===== src/rtl/mbce_pkg.sv =====
package mbce_pkg;

    // Field and register widths
    localparam int unsigned ADDR_W       = 32;
    localparam int unsigned BYTE_W       = 8;
    localparam int unsigned COL_W        = 8;
    localparam int unsigned ROW_W        = 12;
    localparam int unsigned PB_W         = 3;
    localparam int unsigned PITCH_W      = 16;
    localparam int unsigned POS_W        = 12;
    localparam int unsigned BPR_W        = 9;
    localparam int unsigned NROWS_W      = 13;
    localparam int unsigned RGB_W        = 24;
    localparam int unsigned CFG_IDX_W    = 4;
    localparam int unsigned CFG_DATA_W   = 24;
    localparam int unsigned PIX_PER_BYTE = 8;
    localparam int unsigned CNT_W        = 3;

    localparam logic [CNT_W-1:0]   LAST_PIXEL = CNT_W'(PIX_PER_BYTE - 1);
    localparam logic [BPR_W-1:0]   MAX_BPR    = BPR_W'(256);
    localparam logic [NROWS_W-1:0] MAX_ROWS   = NROWS_W'(4096);

    // Register reset values
    localparam logic [PB_W-1:0]    RST_PIXEL_BYTES = PB_W'(4);
    localparam logic [PITCH_W-1:0] RST_ROW_PITCH   = PITCH_W'(4096);
    localparam logic [POS_W-1:0]   RST_LEFT_COLUMN = '0;
    localparam logic [POS_W-1:0]   RST_TOP_ROW     = '0;
    localparam logic [BPR_W-1:0]   RST_BPR         = BPR_W'(1);
    localparam logic [NROWS_W-1:0] RST_ROWS        = NROWS_W'(16);
    localparam logic [RGB_W-1:0]   RST_FG_RGB      = RGB_W'(24'hFF_FFFF);
    localparam logic [RGB_W-1:0]   RST_BG_RGB      = '0;

    // Register indexes
    typedef enum logic [CFG_IDX_W-1:0] {
        REG_PIXEL_BYTES    = 4'd0,
        REG_ROW_PITCH      = 4'd1,
        REG_LEFT_COLUMN    = 4'd2,
        REG_TOP_ROW        = 4'd3,
        REG_BYTES_PER_ROW  = 4'd4,
        REG_BITMAP_ROWS    = 4'd5,
        REG_FOREGROUND_RGB = 4'd6,
        REG_BACKGROUND_RGB = 4'd7
    } t_cfg_reg;

    typedef struct packed {
        logic [PB_W-1:0]    pixel_bytes;
        logic [PITCH_W-1:0] row_pitch;
        logic [POS_W-1:0]   left_column;
        logic [POS_W-1:0]   top_row;
        logic [BPR_W-1:0]   bytes_per_row;
        logic [NROWS_W-1:0] bitmap_rows;
        logic [RGB_W-1:0]   foreground_rgb;
        logic [RGB_W-1:0]   background_rgb;
    } t_cfg;

    // One bitmap byte with its placement, handed to the serialiser
    typedef struct packed {
        logic [BYTE_W-1:0] bits;
        logic [ADDR_W-1:0] addr;
        logic              end_bmp;
    } t_job;

endpackage


===== src/rtl/mono_bitmap_colour_expander.sv =====
// Monochrome bitmap colour expander.
//
// Input channel: one bitmap byte per beat (i_in_valid / o_in_stall), bit 7 is
// the leftmost pixel. Each byte gives eight pixel beats on the output channel
// (o_out_valid / i_out_stall): frame buffer byte offset, blue, green, red, a
// flag on the eighth pixel of the byte and a flag on the final bitmap pixel.
// Configuration: i_cfg_valid / o_cfg_ready with a register index and data;
// o_cfg_ready is always high. Write registers only while no pixels are pending.
//
// The first pixel of a byte passes through the byte register and then the
// result register after the byte is accepted. Output runs at one pixel per
// cycle while the receiver does not stall, set by the single output beat per
// cycle. The next byte is taken in the cycle the last pixel of the current one
// moves into the result register, so bytes stream with no gap.
// Reset clears the position to the start of the bitmap and loads the register
// defaults. While the receiver stalls, the result register holds its beat and
// the serialiser waits; o_in_stall stays high until the held byte is drained.
module mono_bitmap_colour_expander (
    input  logic                            i_clk,
    input  logic                            i_rst_n,
    input  logic                            i_in_valid,
    output logic                            o_in_stall,
    input  logic [mbce_pkg::BYTE_W-1:0]     i_bitmap_byte,
    output logic                            o_out_valid,
    input  logic                            i_out_stall,
    output logic [mbce_pkg::ADDR_W-1:0]     o_byte_offset,
    output logic [7:0]                      o_blue,
    output logic [7:0]                      o_green,
    output logic [7:0]                      o_red,
    output logic                            o_last_of_byte,
    output logic                            o_end_of_bitmap,
    input  logic                            i_cfg_valid,
    output logic                            o_cfg_ready,
    input  logic [mbce_pkg::CFG_IDX_W-1:0]  i_cfg_index,
    input  logic [mbce_pkg::CFG_DATA_W-1:0] i_cfg_data
);
    import mbce_pkg::*;

    t_cfg cfg;
    t_job job;
    logic ser_ready;
    logic take;

    assign o_in_stall = !ser_ready;
    assign take       = i_in_valid && ser_ready;

    mbce_cfg_regs u_cfg_regs (
        .i_clk       (i_clk),
        .i_rst_n     (i_rst_n),
        .i_cfg_valid (i_cfg_valid),
        .o_cfg_ready (o_cfg_ready),
        .i_cfg_index (i_cfg_index),
        .i_cfg_data  (i_cfg_data),
        .o_cfg       (cfg)
    );

    mbce_addr_gen u_addr_gen (
        .i_clk   (i_clk),
        .i_rst_n (i_rst_n),
        .i_cfg   (cfg),
        .i_take  (take),
        .i_bits  (i_bitmap_byte),
        .o_job   (job)
    );

    mbce_pixel_ser u_pixel_ser (
        .i_clk           (i_clk),
        .i_rst_n         (i_rst_n),
        .i_cfg           (cfg),
        .i_take          (take),
        .i_job           (job),
        .o_ready         (ser_ready),
        .o_out_valid     (o_out_valid),
        .i_out_stall     (i_out_stall),
        .o_byte_offset   (o_byte_offset),
        .o_blue          (o_blue),
        .o_green         (o_green),
        .o_red           (o_red),
        .o_last_of_byte  (o_last_of_byte),
        .o_end_of_bitmap (o_end_of_bitmap)
    );

endmodule


===== src/rtl/mbce_cfg_regs.sv =====
module mbce_cfg_regs (
    input  logic                            i_clk,
    input  logic                            i_rst_n,
    input  logic                            i_cfg_valid,
    output logic                            o_cfg_ready,
    input  logic [mbce_pkg::CFG_IDX_W-1:0]  i_cfg_index,
    input  logic [mbce_pkg::CFG_DATA_W-1:0] i_cfg_data,
    output mbce_pkg::t_cfg                  o_cfg
);
    import mbce_pkg::*;

    t_cfg r_cfg;

    assign o_cfg_ready = 1'b1;
    assign o_cfg       = r_cfg;

    // Register file, one write beat per cycle; unknown indexes are dropped
    always_ff @(posedge i_clk) begin
        if (!i_rst_n) begin
            r_cfg.pixel_bytes    <= RST_PIXEL_BYTES;
            r_cfg.row_pitch      <= RST_ROW_PITCH;
            r_cfg.left_column    <= RST_LEFT_COLUMN;
            r_cfg.top_row        <= RST_TOP_ROW;
            r_cfg.bytes_per_row  <= RST_BPR;
            r_cfg.bitmap_rows    <= RST_ROWS;
            r_cfg.foreground_rgb <= RST_FG_RGB;
            r_cfg.background_rgb <= RST_BG_RGB;
        end else if (i_cfg_valid && o_cfg_ready) begin
            unique case (t_cfg_reg'(i_cfg_index))
                REG_PIXEL_BYTES:    r_cfg.pixel_bytes    <= i_cfg_data[PB_W-1:0];
                REG_ROW_PITCH:      r_cfg.row_pitch      <= i_cfg_data[PITCH_W-1:0];
                REG_LEFT_COLUMN:    r_cfg.left_column    <= i_cfg_data[POS_W-1:0];
                REG_TOP_ROW:        r_cfg.top_row        <= i_cfg_data[POS_W-1:0];
                REG_BYTES_PER_ROW:  r_cfg.bytes_per_row  <= i_cfg_data[BPR_W-1:0];
                REG_BITMAP_ROWS:    r_cfg.bitmap_rows    <= i_cfg_data[NROWS_W-1:0];
                REG_FOREGROUND_RGB: r_cfg.foreground_rgb <= i_cfg_data[RGB_W-1:0];
                REG_BACKGROUND_RGB: r_cfg.background_rgb <= i_cfg_data[RGB_W-1:0];
                default: begin
                end
            endcase
        end
    end

endmodule


===== src/rtl/mbce_addr_gen.sv =====
module mbce_addr_gen (
    input  logic                        i_clk,
    input  logic                        i_rst_n,
    input  mbce_pkg::t_cfg              i_cfg,
    input  logic                        i_take,
    input  logic [mbce_pkg::BYTE_W-1:0] i_bits,
    output mbce_pkg::t_job              o_job
);
    import mbce_pkg::*;

    logic               r_at_start;
    logic [ADDR_W-1:0]  r_pixel_addr;
    logic [ADDR_W-1:0]  r_row_start;
    logic [COL_W-1:0]   r_byte_col;
    logic [ROW_W-1:0]   r_row_idx;

    logic [14:0]        col_off;
    logic [27:0]        row_off;
    logic [ADDR_W-1:0]  origin;
    logic [ADDR_W-1:0]  cur_addr;
    logic [ADDR_W-1:0]  cur_row_start;
    logic [COL_W-1:0]   cur_col;
    logic [ROW_W-1:0]   cur_row;
    logic [BPR_W-1:0]   eff_bytes;
    logic [NROWS_W-1:0] eff_rows;
    logic               last_col;
    logic               last_row;
    logic [ADDR_W-1:0]  byte_step;
    logic [ADDR_W-1:0]  next_row_start;

    // Start position of the bitmap from the live registers
    assign col_off = 15'(i_cfg.left_column) * 15'(i_cfg.pixel_bytes);
    assign row_off = 28'(i_cfg.top_row) * 28'(i_cfg.row_pitch);
    assign origin  = {17'b0, col_off} + {4'b0, row_off};

    assign cur_addr      = r_at_start ? origin : r_pixel_addr;
    assign cur_row_start = r_at_start ? origin : r_row_start;
    assign cur_col       = r_at_start ? '0 : r_byte_col;
    assign cur_row       = r_at_start ? '0 : r_row_idx;

    // Counts clamped to their legal range
    always_comb begin
        if (i_cfg.bytes_per_row == '0) begin
            eff_bytes = BPR_W'(1);
        end else if (i_cfg.bytes_per_row > MAX_BPR) begin
            eff_bytes = MAX_BPR;
        end else begin
            eff_bytes = i_cfg.bytes_per_row;
        end
        if (i_cfg.bitmap_rows == '0) begin
            eff_rows = NROWS_W'(1);
        end else if (i_cfg.bitmap_rows > MAX_ROWS) begin
            eff_rows = MAX_ROWS;
        end else begin
            eff_rows = i_cfg.bitmap_rows;
        end
    end

    assign last_col = ({1'b0, cur_col} + BPR_W'(1)) >= eff_bytes;
    assign last_row = ({1'b0, cur_row} + NROWS_W'(1)) >= eff_rows;

    assign byte_step      = {{(ADDR_W-PB_W-3){1'b0}}, i_cfg.pixel_bytes, 3'b000};
    assign next_row_start = cur_row_start + {{(ADDR_W-PITCH_W){1'b0}}, i_cfg.row_pitch};

    assign o_job.bits    = i_bits;
    assign o_job.addr    = cur_addr;
    assign o_job.end_bmp = last_col && last_row;

    // Position state, advanced once per accepted beat
    always_ff @(posedge i_clk) begin
        if (!i_rst_n) begin
            r_at_start   <= 1'b1;
            r_pixel_addr <= '0;
            r_row_start  <= '0;
            r_byte_col   <= '0;
            r_row_idx    <= '0;
        end else if (i_take) begin
            priority if (!last_col) begin
                r_at_start   <= 1'b0;
                r_byte_col   <= cur_col + COL_W'(1);
                r_row_idx    <= cur_row;
                r_row_start  <= cur_row_start;
                r_pixel_addr <= cur_addr + byte_step;
            end else if (last_row) begin
                r_at_start   <= 1'b1;
                r_byte_col   <= '0;
                r_row_idx    <= '0;
            end else begin
                r_at_start   <= 1'b0;
                r_byte_col   <= '0;
                r_row_idx    <= cur_row + ROW_W'(1);
                r_row_start  <= next_row_start;
                r_pixel_addr <= next_row_start;
            end
        end
    end

endmodule


===== src/rtl/mbce_pixel_ser.sv =====
module mbce_pixel_ser (
    input  logic                        i_clk,
    input  logic                        i_rst_n,
    input  mbce_pkg::t_cfg              i_cfg,
    input  logic                        i_take,
    input  mbce_pkg::t_job              i_job,
    output logic                        o_ready,
    output logic                        o_out_valid,
    input  logic                        i_out_stall,
    output logic [mbce_pkg::ADDR_W-1:0] o_byte_offset,
    output logic [7:0]                  o_blue,
    output logic [7:0]                  o_green,
    output logic [7:0]                  o_red,
    output logic                        o_last_of_byte,
    output logic                        o_end_of_bitmap
);
    import mbce_pkg::*;

    // Byte register
    logic              r_active;
    logic [BYTE_W-1:0] r_bits;
    logic [ADDR_W-1:0] r_addr;
    logic              r_end;
    logic [CNT_W-1:0]  r_cnt;

    // Result register
    logic              r_out_valid;
    logic [ADDR_W-1:0] r_out_addr;
    logic [RGB_W-1:0]  r_out_rgb;
    logic              r_out_last;
    logic              r_out_end;

    logic              out_free;
    logic              last_pix;
    logic [RGB_W-1:0]  pix_rgb;

    assign out_free = !r_out_valid || !i_out_stall;
    assign last_pix = (r_cnt == LAST_PIXEL);
    assign o_ready  = !r_active || (out_free && last_pix);
    assign pix_rgb  = r_bits[BYTE_W-1] ? i_cfg.foreground_rgb : i_cfg.background_rgb;

    // Byte register: load a new byte or step to the next pixel
    always_ff @(posedge i_clk) begin
        if (!i_rst_n) begin
            r_active <= 1'b0;
            r_cnt    <= '0;
        end else if (i_take) begin
            r_active <= 1'b1;
            r_cnt    <= '0;
        end else if (r_active && out_free) begin
            r_cnt <= r_cnt + CNT_W'(1);
            if (last_pix) begin
                r_active <= 1'b0;
            end
        end
    end

    always_ff @(posedge i_clk) begin
        if (i_take) begin
            r_bits <= i_job.bits;
            r_addr <= i_job.addr;
            r_end  <= i_job.end_bmp;
        end else if (r_active && out_free) begin
            r_bits <= {r_bits[BYTE_W-2:0], 1'b0};
            r_addr <= r_addr + {{(ADDR_W-PB_W){1'b0}}, i_cfg.pixel_bytes};
        end
    end

    // Result register, refilled whenever the receiver takes the beat
    always_ff @(posedge i_clk) begin
        if (!i_rst_n) begin
            r_out_valid <= 1'b0;
        end else if (out_free) begin
            r_out_valid <= r_active;
        end
    end

    always_ff @(posedge i_clk) begin
        if (out_free && r_active) begin
            r_out_addr <= r_addr;
            r_out_rgb  <= pix_rgb;
            r_out_last <= last_pix;
            r_out_end  <= last_pix && r_end;
        end
    end

    assign o_out_valid     = r_out_valid;
    assign o_byte_offset   = r_out_addr;
    assign o_blue          = r_out_rgb[7:0];
    assign o_green         = r_out_rgb[15:8];
    assign o_red           = r_out_rgb[23:16];
    assign o_last_of_byte  = r_out_last;
    assign o_end_of_bitmap = r_out_end;

endmodule


===== config.mk =====
export PLATFORM = sky130hd
export DESIGN_NAME = mono_bitmap_colour_expander
export DESIGN_NICKNAME = d
export VERILOG_FILES = /design/src/rtl/mbce_pkg.sv /design/src/rtl/mono_bitmap_colour_expander.sv /design/src/rtl/mbce_cfg_regs.sv /design/src/rtl/mbce_addr_gen.sv /design/src/rtl/mbce_pixel_ser.sv
export SDC_FILE = /design/constraint.sdc
export NUM_CORES = 1
export LEC_CHECK = 0
export BUFFER_PORTS_ARGS = -buffer_cell sky130_fd_sc_hd__buf_2
export CAP_MARGIN = 20
export CORE_UTILIZATION = 51
export CTS_CLUSTER_DIAMETER = 40
export DETAILED_ROUTE_END_ITERATION = 8
export HOLD_SLACK_MARGIN = 0.02
export PLACE_DENSITY = 0.75
export SYNTH_ARGS = -nofsm -noshare
export SYNTH_HDL_FRONTEND = slang
export SYNTH_SLANG_ARGS = --single-unit

===== constraint.sdc =====
create_clock -name i_clk -period 21.7 [get_ports i_clk]
set_clock_uncertainty 0.05 [all_clocks]
set_input_delay 2.17 -clock i_clk [delete_from_list [all_inputs] [get_ports i_clk]]
set_output_delay 2.17 -clock i_clk [all_outputs]
set_load 0.02 [all_outputs]

After elaboration in Yosys (flattened, before gate mapping). Index checks and enable logic that the tools add are counted.

Flip-flop bits (word level): 302. Output and inout port bits: 61. Word-level logic and storage cells: 99. Bits of input ports: 41.

Order comparisons: 4. Mux-type cells: 24. Reduce and logical (&&, ||, !) cells: 27. Bitwise gates (word level): 1. Multipliers: 2. Add/sub/neg operators: 9. Eq/ne operators: 9.

Operators with widths (count): 32-bit two-way mux (7); 12-bit two-way mux (3); 32-bit by 16-bit adder with 32-bit output (1); 32-bit by 3-bit adder with 32-bit output (1); 32-bit by 6-bit adder with 32-bit output (1); 8-bit two-way mux (4); 15-bit by 28-bit adder with 29-bit output (1); 12-bit by 16-bit multiplier with 28-bit output (1); 13-bit two-way mux (2); 24-bit two-way mux (1); 2-bit AND reduction (10); 9-bit two-way mux (2); 4-bit by 3-bit == test with 1-bit output (second input constant) (4); 12-bit by 3-bit multiplier with 15-bit output (1); 12-bit by 1-bit adder with 13-bit output (second input constant) (1); 13-bit >= comparator (1); 13-bit greater-than comparator (second input constant) (1); 13-bit zero test (1); 12-bit by 1-bit adder with 12-bit output (second input constant) (1); 8-bit by 1-bit adder with 9-bit output (second input constant) (1); 9-bit >= comparator (1); 9-bit greater-than comparator (second input constant) (1); 9-bit zero test (1); 8-bit by 1-bit adder with 8-bit output (second input constant) (1); 13 further kinds (27).

Logic depth before layout (Yosys ltp). Gate-level depths: netlist (run 1).

Word-level depth: 7. Mapped depth: 32.

Cells and area by module. From an unflattened synthesis (run 1), not the netlist that was laid out.

Cells, all modules: 2751. Area total of the unflattened synthesis: 24733.7 um^2.

Modules (own cells, without submodules): mbce_addr_gen (cells each 1957, times used 1, sequential area each 1701.6 um^2, area each 15671.3 um^2); mbce_pixel_ser (cells each 355, times used 1, sequential area each 3072.9 um^2, area each 4762.1 um^2); mbce_cfg_regs (cells each 437, times used 1, sequential area each 2262.2 um^2, area each 4290.4 um^2); mono_bitmap_colour_expander (cells each 2, times used 1, sequential area each 0.0 um^2, area each 10.0 um^2).

Least setup slack after synthesis (run 1). No wires, ideal clock.

Path kind: reg2reg. From: register u_cfg_regs.r_cfg (netlist bit u_cfg_regs.o_cfg[75]). To: register u_addr_gen.r_pixel_addr[25]. Arrival: 7.536 ns. Data required time: 21.530 ns. Clock period less this slack: 7.706 ns. Path slack: 13.994 ns. Library setup time: 0.120 ns. Stages on the path, launching flop included: 29. Path through: dfxtp_1 clkbuf_1 clkbuf_1 nand2_1 fa_1 fa_1 inv_1 fa_1 fa_1 fa_1 inv_1 fa_1 inv_1 ha_1 clkbuf_1 nand2_1 a211oi_1 a21boi_2 nor2_1 xnor2_1 mux2_2 ha_1 nand3_1 o311ai_0 o211ai_2 or3b_1 xor2_1 a21oi_2 a21oi_1.

Longest elaborated chain between the ends: 6. Elaborated cells between the ends (all ways): 8.

Ends and longest elaborated chain: start: declaration (RTL line mbce_cfg_regs.sv:12) `t_cfg r_cfg;`; 12-bit by 16-bit multiplier with 28-bit output * (RTL line mbce_addr_gen.sv:33) `assign row_off = 28'(i_cfg.top_row) * 28'(i_cfg.row_pitch);`; 15-bit by 28-bit adder with 29-bit output * (RTL line mbce_addr_gen.sv:34) `assign origin = {17'b0, col_off} + {4'b0, row_off};`; 32-bit two-way mux (RTL line mbce_addr_gen.sv:37) `assign cur_row_start = r_at_start ? origin : r_row_start;`; 32-bit by 16-bit adder with 32-bit output (RTL line mbce_addr_gen.sv:63) `assign next_row_start = cur_row_start + {{(ADDR_W-PITCH_W){1'b0}}, i_cfg.row_pitch};`; 32-bit two-way mux (RTL line mbce_addr_gen.sv:84) `end else if (last_row) begin`; 32-bit two-way mux * (RTL line mbce_addr_gen.sv:78) `priority if (!last_col) begin`; end signal: assignment (RTL line mbce_addr_gen.sv:83) `r_pixel_addr <= cur_addr + byte_step;`; end signal: assignment (RTL line mbce_addr_gen.sv:93) `r_pixel_addr <= next_row_start;`; end: declaration (RTL line mbce_addr_gen.sv:12) `logic [ADDR_W-1:0] r_pixel_addr;`.

Mark *: on every way between the ends. The rest lies on a longest branch, timed or not. The select of a mux whose other input is x is not followed. A chain may end at the register's enable or synchronous reset.

Worst setup path in the final report (run 1).
From: register u_cfg_regs.r_cfg (netlist bit u_cfg_regs.o_cfg[81]). To: register u_addr_gen.r_row_start[25].

Longest elaborated chain between the ends: 6.

Ends and longest elaborated chain: 12-bit by 16-bit multiplier with 28-bit output * (RTL line mbce_addr_gen.sv:33); 15-bit by 28-bit adder with 29-bit output * (RTL line mbce_addr_gen.sv:34); 32-bit two-way mux * (RTL line mbce_addr_gen.sv:37); 32-bit by 16-bit adder with 32-bit output (RTL line mbce_addr_gen.sv:63); 32-bit two-way mux (RTL line mbce_addr_gen.sv:84); 32-bit two-way mux * (RTL line mbce_addr_gen.sv:78); end signal: assignment (RTL line mbce_addr_gen.sv:82) `r_row_start <= cur_row_start;`; end signal: assignment (RTL line mbce_addr_gen.sv:92) `r_row_start <= next_row_start;`; end: declaration (RTL line mbce_addr_gen.sv:13) `logic [ADDR_W-1:0] r_row_start;`.

Marked as above.

==> reports/metrics.csv, run 1 <==
metric,value,unit
final net count,3111,
clock root buffer,clkbuf_16,
All-Layer GR Usage,27.0,%
wire length on met3,4.19,mm
Routed Wire Length,63.3,mm
Rows,78,
Buffers & Inverters on Critical Path,3,
Critical Path Start,u_cfg_regs.o_cfg[81]$_SDFFE_PN0P_,
clk slew on worst S/H paths,60,ps
Mean Syn Cell Area,8.69,um^2
vias,19900,
final period utilization,39.7,%
CP endpoint kind,flop,
# port buffers,100,
total gr overflow,0,
Post-Synthesis Cells,2732,
Hold Path Class,reg2reg,
DRC Markers,0,
stages on the worst setup path,25,
pwr/cell area,58.7,nW/um^2
leading area contributor after synthesis,dfxtp_1,
synth top area cells,"dfxtp_1 (17%), fa_1 (15%), edfxtp_1 (13%), ha_1 (7.5%), nand2_1 (7.2%)",
Top Ports,102,
Fill cells,3939,
cell family with most CP delay,adder cells,
"Seq/Total Area, Yosys",29.6,%
CTS Sinks,302,
Synth Cell Area,23700,um^2
RR Endpoint,u_addr_gen.r_row_start[25]$_SDFFE_PN0P_,
Final setup viols,0,
Synthesized Nets,3094,
core area,45700,um^2
Worst-Skew Late Latency,590,ps
CTS tree,built,
outcome,completed,
CP required,22080,ps
Synth Flop Type,dfxtp_1,
RR Startpoint,u_cfg_regs.o_cfg[81]$_SDFFE_PN0P_,
final setup TNS,0,ps
Max stage delay on crit path,740,ps
ratio of cells with drive above 1 in the final layout,9.70,%
Post-synth EDFFs,99,
slowest CP cell,dfxtp_1,
GPL Wtd Cong,0.960,
Max Used Layer,met4,
r2r worst-path depth,25,
DR vias/cell,5.90,
Area Overhead vs Synth,10.2,%
Setup CP Type,reg2reg,
Hold Buf Count CTS,0,
CP startpoint kind,flop,
Yosys cell types,89,
final worst slack,13090,ps
CTS Buffer Depth,3,
Hold Slack,402,ps
Leak,11.4,nW
cell mode on critical path,fa_1,
post-layout min period,8610,ps
die width,218,um
wire length on met1,26.2,mm
Final ANT Viol Nets,0,
total die area,47400,um^2
Initial Util,52.0,%
worst reg-to-reg setup slack,13090,ps
Post-synth ARST share,0,%
die height,218,um
maximum vdd drop,0.0875,mV
Final Instance Area,26200,um^2
met2 routed WL,30.4,mm
post-detail-place hpwl,45.4,mm
total CTS buffers,44,
#FFs+latches synth,302,
Pwr Total,1.54,mW
vias in the first global route,19900,
post-CTS sizing,0,
DR WL/cell,18.7,um
final-report max-slew violation count,0,
"Max FO, Critical Path",17,
largest net degree at the start of global routing,100,
Fmax,0.116,GHz
Critical Path End,u_addr_gen.r_row_start[25]$_SDFFE_PN0P_,
Setup Buffers After CTS,0,
DP Area,24600,um^2
# diodes,0,
final core occ,57.3,%
Max-slew headroom,23.5,%
pre-CTS WS,13230,ps
worst slew pin tran,1140,ps
1st-pass router iterations,8,
Post-Layout Cell Count,3383,
"Arr. time, crit path",8990,ps
1st-iter DRT viols,1436,
final hold viol count,0,
MaxCap Viol Count,0,
CTS H-Tree Depth,2,
synth warn,0,
first-pass GRT wire length,103,mm
unrepaired setup endpoints after global routing,false,
initial antenna violation count,0,
top cell type's share of synthesized area,17.1,%
placed cells,3302,
-- cell usage after synthesis (46+ instances only) --
library cell	number
ha_1	143
mux2i_1	46
nand2_1	455
dfxtp_1	203
nor2_1	148
inv_1	250
a21oi_1	175
and2_1	143
o21ai_0	107
nand3_1	78
xnor2_1	68
clkbuf_1	116
fa_1	178
edfxtp_1	99
-- layout by cell type (no fill, tap or decap), types with 6 or more instances in the layout --
master	netlist	final
a2111oi_0	6	6
a211o_1	8	8
a211oi_1	30	30
a21o_1	25	25
a21oi_1	175	175
a22o_1	12	12
a31oi_1	12	12
and2_1	143	143
and3_1	22	22
buf_2	13	100
buf_4	1	15
clkbuf_16	0	48
dfxtp_1	203	202
edfxtp_1	99	99
fa_1	178	178
ha_1	143	143
inv_1	250	249
mux2_2	34	34
mux2i_1	46	46
nand2_1	455	454
nand2b_1	12	12
nand3_1	78	78
nand3b_1	9	9
nand4_1	32	32
nor2_1	148	148
nor2b_1	23	23
nor3_1	43	43
nor3b_1	8	6
nor4_1	12	12
o211ai_1	20	20
o21a_1	25	24
o21ai_0	107	106
o21ai_1	8	7
o221ai_1	6	6
or3_1	13	13
xnor2_1	68	68
xor2_1	39	39
-- cell families after synthesis --
family | after synthesis | share of synthesized area [%]
flip-flops | 302 | 29.6
AO/OA/AOI/OAI | 498 | 13.5
XOR/XNOR | 107 | 3.95
AND/OR/NAND/NOR | 1023 | 20.4
buffers and inverters | 400 | 6.41
other | 1 | 0.0158
multiplexers | 80 | 3.55
adder cells (fa/ha/maj) | 321 | 22.5
-- registers in the layout, summed over array words and instances, names as in the netlist --
register	count
u_cfg_regs.o_cfg	113
u_addr_gen.r_row_idx	12
u_pixel_ser.o_end_of_bitmap	1
u_pixel_ser.r_end	1
u_pixel_ser.o_byte_offset	32
u_pixel_ser.o_last_of_byte	1
u_pixel_ser.r_addr	32
u_pixel_ser.r_active	1
u_addr_gen.r_byte_col	8
u_pixel_ser.o_out_valid	1
u_pixel_ser.r_out_rgb	24
u_addr_gen.r_at_start	1
u_addr_gen.r_row_start	32
u_pixel_ser.r_bits	8
u_pixel_ser.r_cnt	3
u_addr_gen.r_pixel_addr	32
-- worst min-delay path by stage --
stage	start	endpoint	slack [ps]	cells past startpoint
6_report	u_addr_gen.r_row_start[0]$_SDFFE_PN0P_	u_addr_gen.r_row_start[0]$_SDFFE_PN0P_	400	2
3_3_place_gp	u_addr_gen.r_row_start[0]$_SDFFE_PN0P_	u_addr_gen.r_row_start[0]$_SDFFE_PN0P_	390	2
2_1_floorplan	u_pixel_ser.r_addr[20]$_DFFE_PP_	u_pixel_ser.o_byte_offset[20]$_DFFE_PP_	380	0
5_1_grt	u_cfg_regs.o_cfg[6]$_SDFFE_PN0P_	u_cfg_regs.o_cfg[6]$_SDFFE_PN0P_	410	2
3_5_place_dp	u_addr_gen.r_row_start[7]$_SDFFE_PN0P_	u_addr_gen.r_row_start[7]$_SDFFE_PN0P_	400	2
4_1_cts	u_cfg_regs.o_cfg[0]$_SDFFE_PN0P_	u_cfg_regs.o_cfg[0]$_SDFFE_PN0P_	400	2
-- layer usage --
metal | GRT usage, % | vias to the layer above
met5 | 0 | -
met4 | 11.2 | 0
met3 | 3.92 | 189
met2 | 45.4 | 789
met1 | 34.7 | 9712
li1 | - | 9253
-- worst register-to-register path, stage by stage, from the launching register on --
cell and delay (ps):
dfxtp_1 740, nand2_1 190, fa_1 550, fa_1 550, inv_1 50, fa_1 540, fa_1 520, fa_1 550
inv_1 60, fa_1 550, inv_1 50, ha_1 420, nand2_1 130, a211oi_1 300, a21boi_2 340, nor2_1 120
xnor2_1 150, mux2_2 290, ha_1 360, nand3_1 80, o311ai_0 580, o211ai_2 400, or3b_1 470, xor2_1 180
a21oi_2 160, a21oi_1 80
-- power breakdown --
part / switching (mW) / leakage, nW / internal [mW] / total [mW]
Combinational: 0.106 / 8.01 / 0.0552 / 0.161
Sequential: 0.0272 / 2.62 / 0.623 / 0.650
Clock: 0.287 / 0.752 / 0.439 / 0.726
-- final cells by class --
class                           count  area [um^2]  share of cell area [%]
Clock buffer                       57         1280                    4.89
Clock inverter                     23          251                   0.961
Inverter                          254          956                    3.65
Multi-Input combinational cell   2030        15200                    58.2
Sequential cell                   302         7040                    26.9
Tap cell                          600          751                    2.87
Timing Repair Buffer              117          652                    2.49
No activity file was read; power rests on OpenSTA's default activity.
==> inputs of run 2 (changes only) <==
- clock period: 21.7 -> 8.6 ns (I/O delays scaled with it)
==> reports/metrics.csv, run 2 (synthesis results as in run 1) <==
metric,value,unit,change
outcome,completed,,unchanged
CP required,9030,ps,was 22080 ps
unrepaired setup endpoints after global routing,false,,unchanged
most frequent cells in the layout,"nand2_1 (454), inv_1 (249), dfxtp_1 (188)",,"was nand2_1 (454), inv_1 (249), dfxtp_1 (202)"
wire length on met1,26.3,mm,was 26.2 mm
ratio of cells with drive above 1 in the final layout,11.1,%,was 9.70%
maximum vdd drop,0.180,mV,was 0.0875 mV
DR vias/cell,5.87,,was 5.90
Critical Path Start,u_cfg_regs.o_cfg[70]$_SDFFE_PN0P_,,was u_cfg_regs.o_cfg[81]$_SDFFE_PN0P_
clk slew on worst S/H paths,60,ps,about the same
largest net degree at the start of global routing,102,,was 100
Initial Util,52.0,%,unchanged
clock root buffer,clkbuf_16,,unchanged
final setup TNS,0,ps,unchanged
switching power,1.13,mW,was 0.420 mW
RR Startpoint,u_cfg_regs.o_cfg[70]$_SDFFE_PN0P_,,was u_cfg_regs.o_cfg[81]$_SDFFE_PN0P_
Setup CP Type,reg2reg,,unchanged
worst reg-to-reg setup slack,420,ps,was 13090 ps
Max stage delay on crit path,540,ps,was 740 ps
"commonest non-fill, non-tap cell in the layout",nand2_1,,unchanged
die height,218,um,unchanged
met2 routed WL,30.5,mm,was 30.4 mm
vias in the first global route,20300,,was 19900
CTS tree,built,,unchanged
CP startpoint kind,flop,,unchanged
die width,218,um,unchanged
Pwr Total,4.02,mW,was 1.54 mW
Routed Wire Length,63.9,mm,was 63.3 mm
Max Used Layer,met4,,unchanged
Hold Path Class,reg2reg,,unchanged
final net count,3138,,was 3111
multi-input logic area,15300,um^2,was 15200 um^2
Worst-Skew Late Latency,620,ps,was 590 ps
total die area,47400,um^2,unchanged
core area,45700,um^2,unchanged
1st-pass router iterations,6,,was 8
Final setup viols,0,,unchanged
Area Overhead vs Synth,11.7,%,was 10.2%
max reg flops,113,,unchanged
Hold Buf Count CTS,0,,unchanged
Fill cells,3908,,was 3939
hold depth,2,,unchanged
total CTS buffers,47,,was 44
CTS H-Tree Depth,2,,unchanged
MaxCap Viol Count,0,,unchanged
final-report max-slew violation count,0,,unchanged
DR WL/cell,18.7,um,about the same
CTS Sinks,302,,unchanged
DP Area,24800,um^2,was 24600 um^2
Fmax,0.122,GHz,was 0.116 GHz
GPL Wtd Cong,0.941,,was 0.960
Hold Slack,404,ps,was 402 ps
Top Ports,102,,unchanged
worst slew pin tran,1090,ps,was 1140 ps
final hold viol count,0,,unchanged
total gr overflow,0,,unchanged
CP endpoint kind,flop,,unchanged
1st-iter DRT viols,1747,,was 1436
"Max FO, Critical Path",17,,unchanged
Final ANT Viol Nets,0,,unchanged
WHS Endpoint,u_cfg_regs.o_cfg[12]$_SDFFE_PN0P_,,was u_addr_gen.r_row_start[0]$_SDFFE_PN0P_
Register Area,7060,um^2,was 7040 um^2
Sw Ratio,28.1,%,was 27.4%
hold_sp,u_cfg_regs.o_cfg[12]$_SDFFE_PN0P_,,was u_addr_gen.r_row_start[0]$_SDFFE_PN0P_
Setup Buffers After CTS,0,,unchanged
Clk pwr share,49.0,%,was 47.2%
Logic pwr share,10.4,%,was 10.5%
post-detail-place hpwl,47.0,mm,was 45.4 mm
Rows,78,,unchanged
vias,20000,,was 19900
placed cells,3324,,was 3302
Max-slew headroom,27.1,%,was 23.5%
Flop pwr share,40.6,%,was 42.3%
All-Layer GR Usage,27.5,%,was 27.0%
RR Endpoint,u_addr_gen.r_pixel_addr[25]$_SDFFE_PN0P_,,was u_addr_gen.r_row_start[25]$_SDFFE_PN0P_
wire length on met3,4.41,mm,was 4.19 mm
"Arr. time, crit path",8620,ps,was 8990 ps
initial antenna violation count,0,,unchanged
final period utilization,95.1,%,was 39.7%
Power Internal,2.89,mW,was 1.12 mW
Post-Layout Cell Count,3415,,was 3383
first-pass GRT wire length,104,mm,was 103 mm
slowest CP cell,fa_1,,was dfxtp_1
CTS Buffer Depth,3,,unchanged
pwr/cell area,151,nW/um^2,was 58.7 nW/um^2
Leak,11.6,nW,was 11.4 nW
DRC Markers,0,,unchanged
r2r worst-path depth,30,,was 25
# port buffers,100,,unchanged
Final Instance Area,26500,um^2,was 26200 um^2
post-layout min period,8180,ps,was 8610 ps
==> run 2: worst max-delay path, delay by kind of cell (launching register included) <==
kind / cells / cell delay (ps)
adder cells (fa/ha/maj): 8 / 3840
AO/OA/AOI/OAI: 10 / 1870
AND/OR/NAND/NOR: 2 / 680
buffers and inverters: 7 / 530
flip-flops: 1 / 400
XOR/XNOR: 2 / 380
multiplexers: 1 / 310
==> run 2: worst max path at each step <==
stage | cells past startpoint | slack [ps] | endpoint
after floorplan | 28 | 890 | u_addr_gen.r_pixel_addr[25]$_SDFFE_PN0P_
after global placement | 30 | 600 | u_addr_gen.r_row_start[25]$_SDFFE_PN0P_
after detailed placement | 26 | 390 | u_addr_gen.r_pixel_addr[28]$_SDFFE_PN0P_
after CTS | 26 | 340 | u_addr_gen.r_pixel_addr[28]$_SDFFE_PN0P_
after global routing | 27 | 40 | u_addr_gen.r_pixel_addr[28]$_SDFFE_PN0P_
final | 30 | 420 | u_addr_gen.r_pixel_addr[25]$_SDFFE_PN0P_
==> run 2: power by group through the flow <==
stage                     clock network, mW  registers (mW)  logic (mW)
final                                  1.97            1.63       0.418
after CTS                              1.99            1.63       0.405
after floorplan                           0            1.67       0.260
after global routing                   2.06            1.64       0.455
after detailed placement                  0            1.66       0.402
after global placement                    0            1.66       0.390
==> run 2: cell type report <==
class | instances | area share [%]
diodes | 1 | 0.00944
clock buffers | 55 | 4.75
clock inverters | 32 | 1.42
inverters | 254 | 3.61
multi-input cells | 2030 | 57.5
flip-flops and latches | 302 | 26.6
well taps | 600 | 2.83
repair buffers | 141 | 3.23
==> run 2: through the flow <==
stage	setup WS, ps	util [%]
final	417	58.0
after global routing	37.2	58.0
after CTS	341	57.8
after detailed placement	392	54.2
after global placement	603	54.2
after floorplan	894	-
==> run 2: layer usage <==
| layer | vias to the layer above | global-route usage (%) |
|---|---|---|
| met5 | - | 0 |
| met4 | 0 | 11.3 |
| met3 | 208 | 4.74 |
| met2 | 781 | 46.1 |
| met1 | 9733 | 34.9 |
| li1 | 9311 | - |
==> run 2: what timing repair did <==
action / 4_1_cts / 5_1_grt
setup endpoints to repair: 0 / 10
gates resized for setup: 0 / 16
hold endpoints to repair: 0 / 0
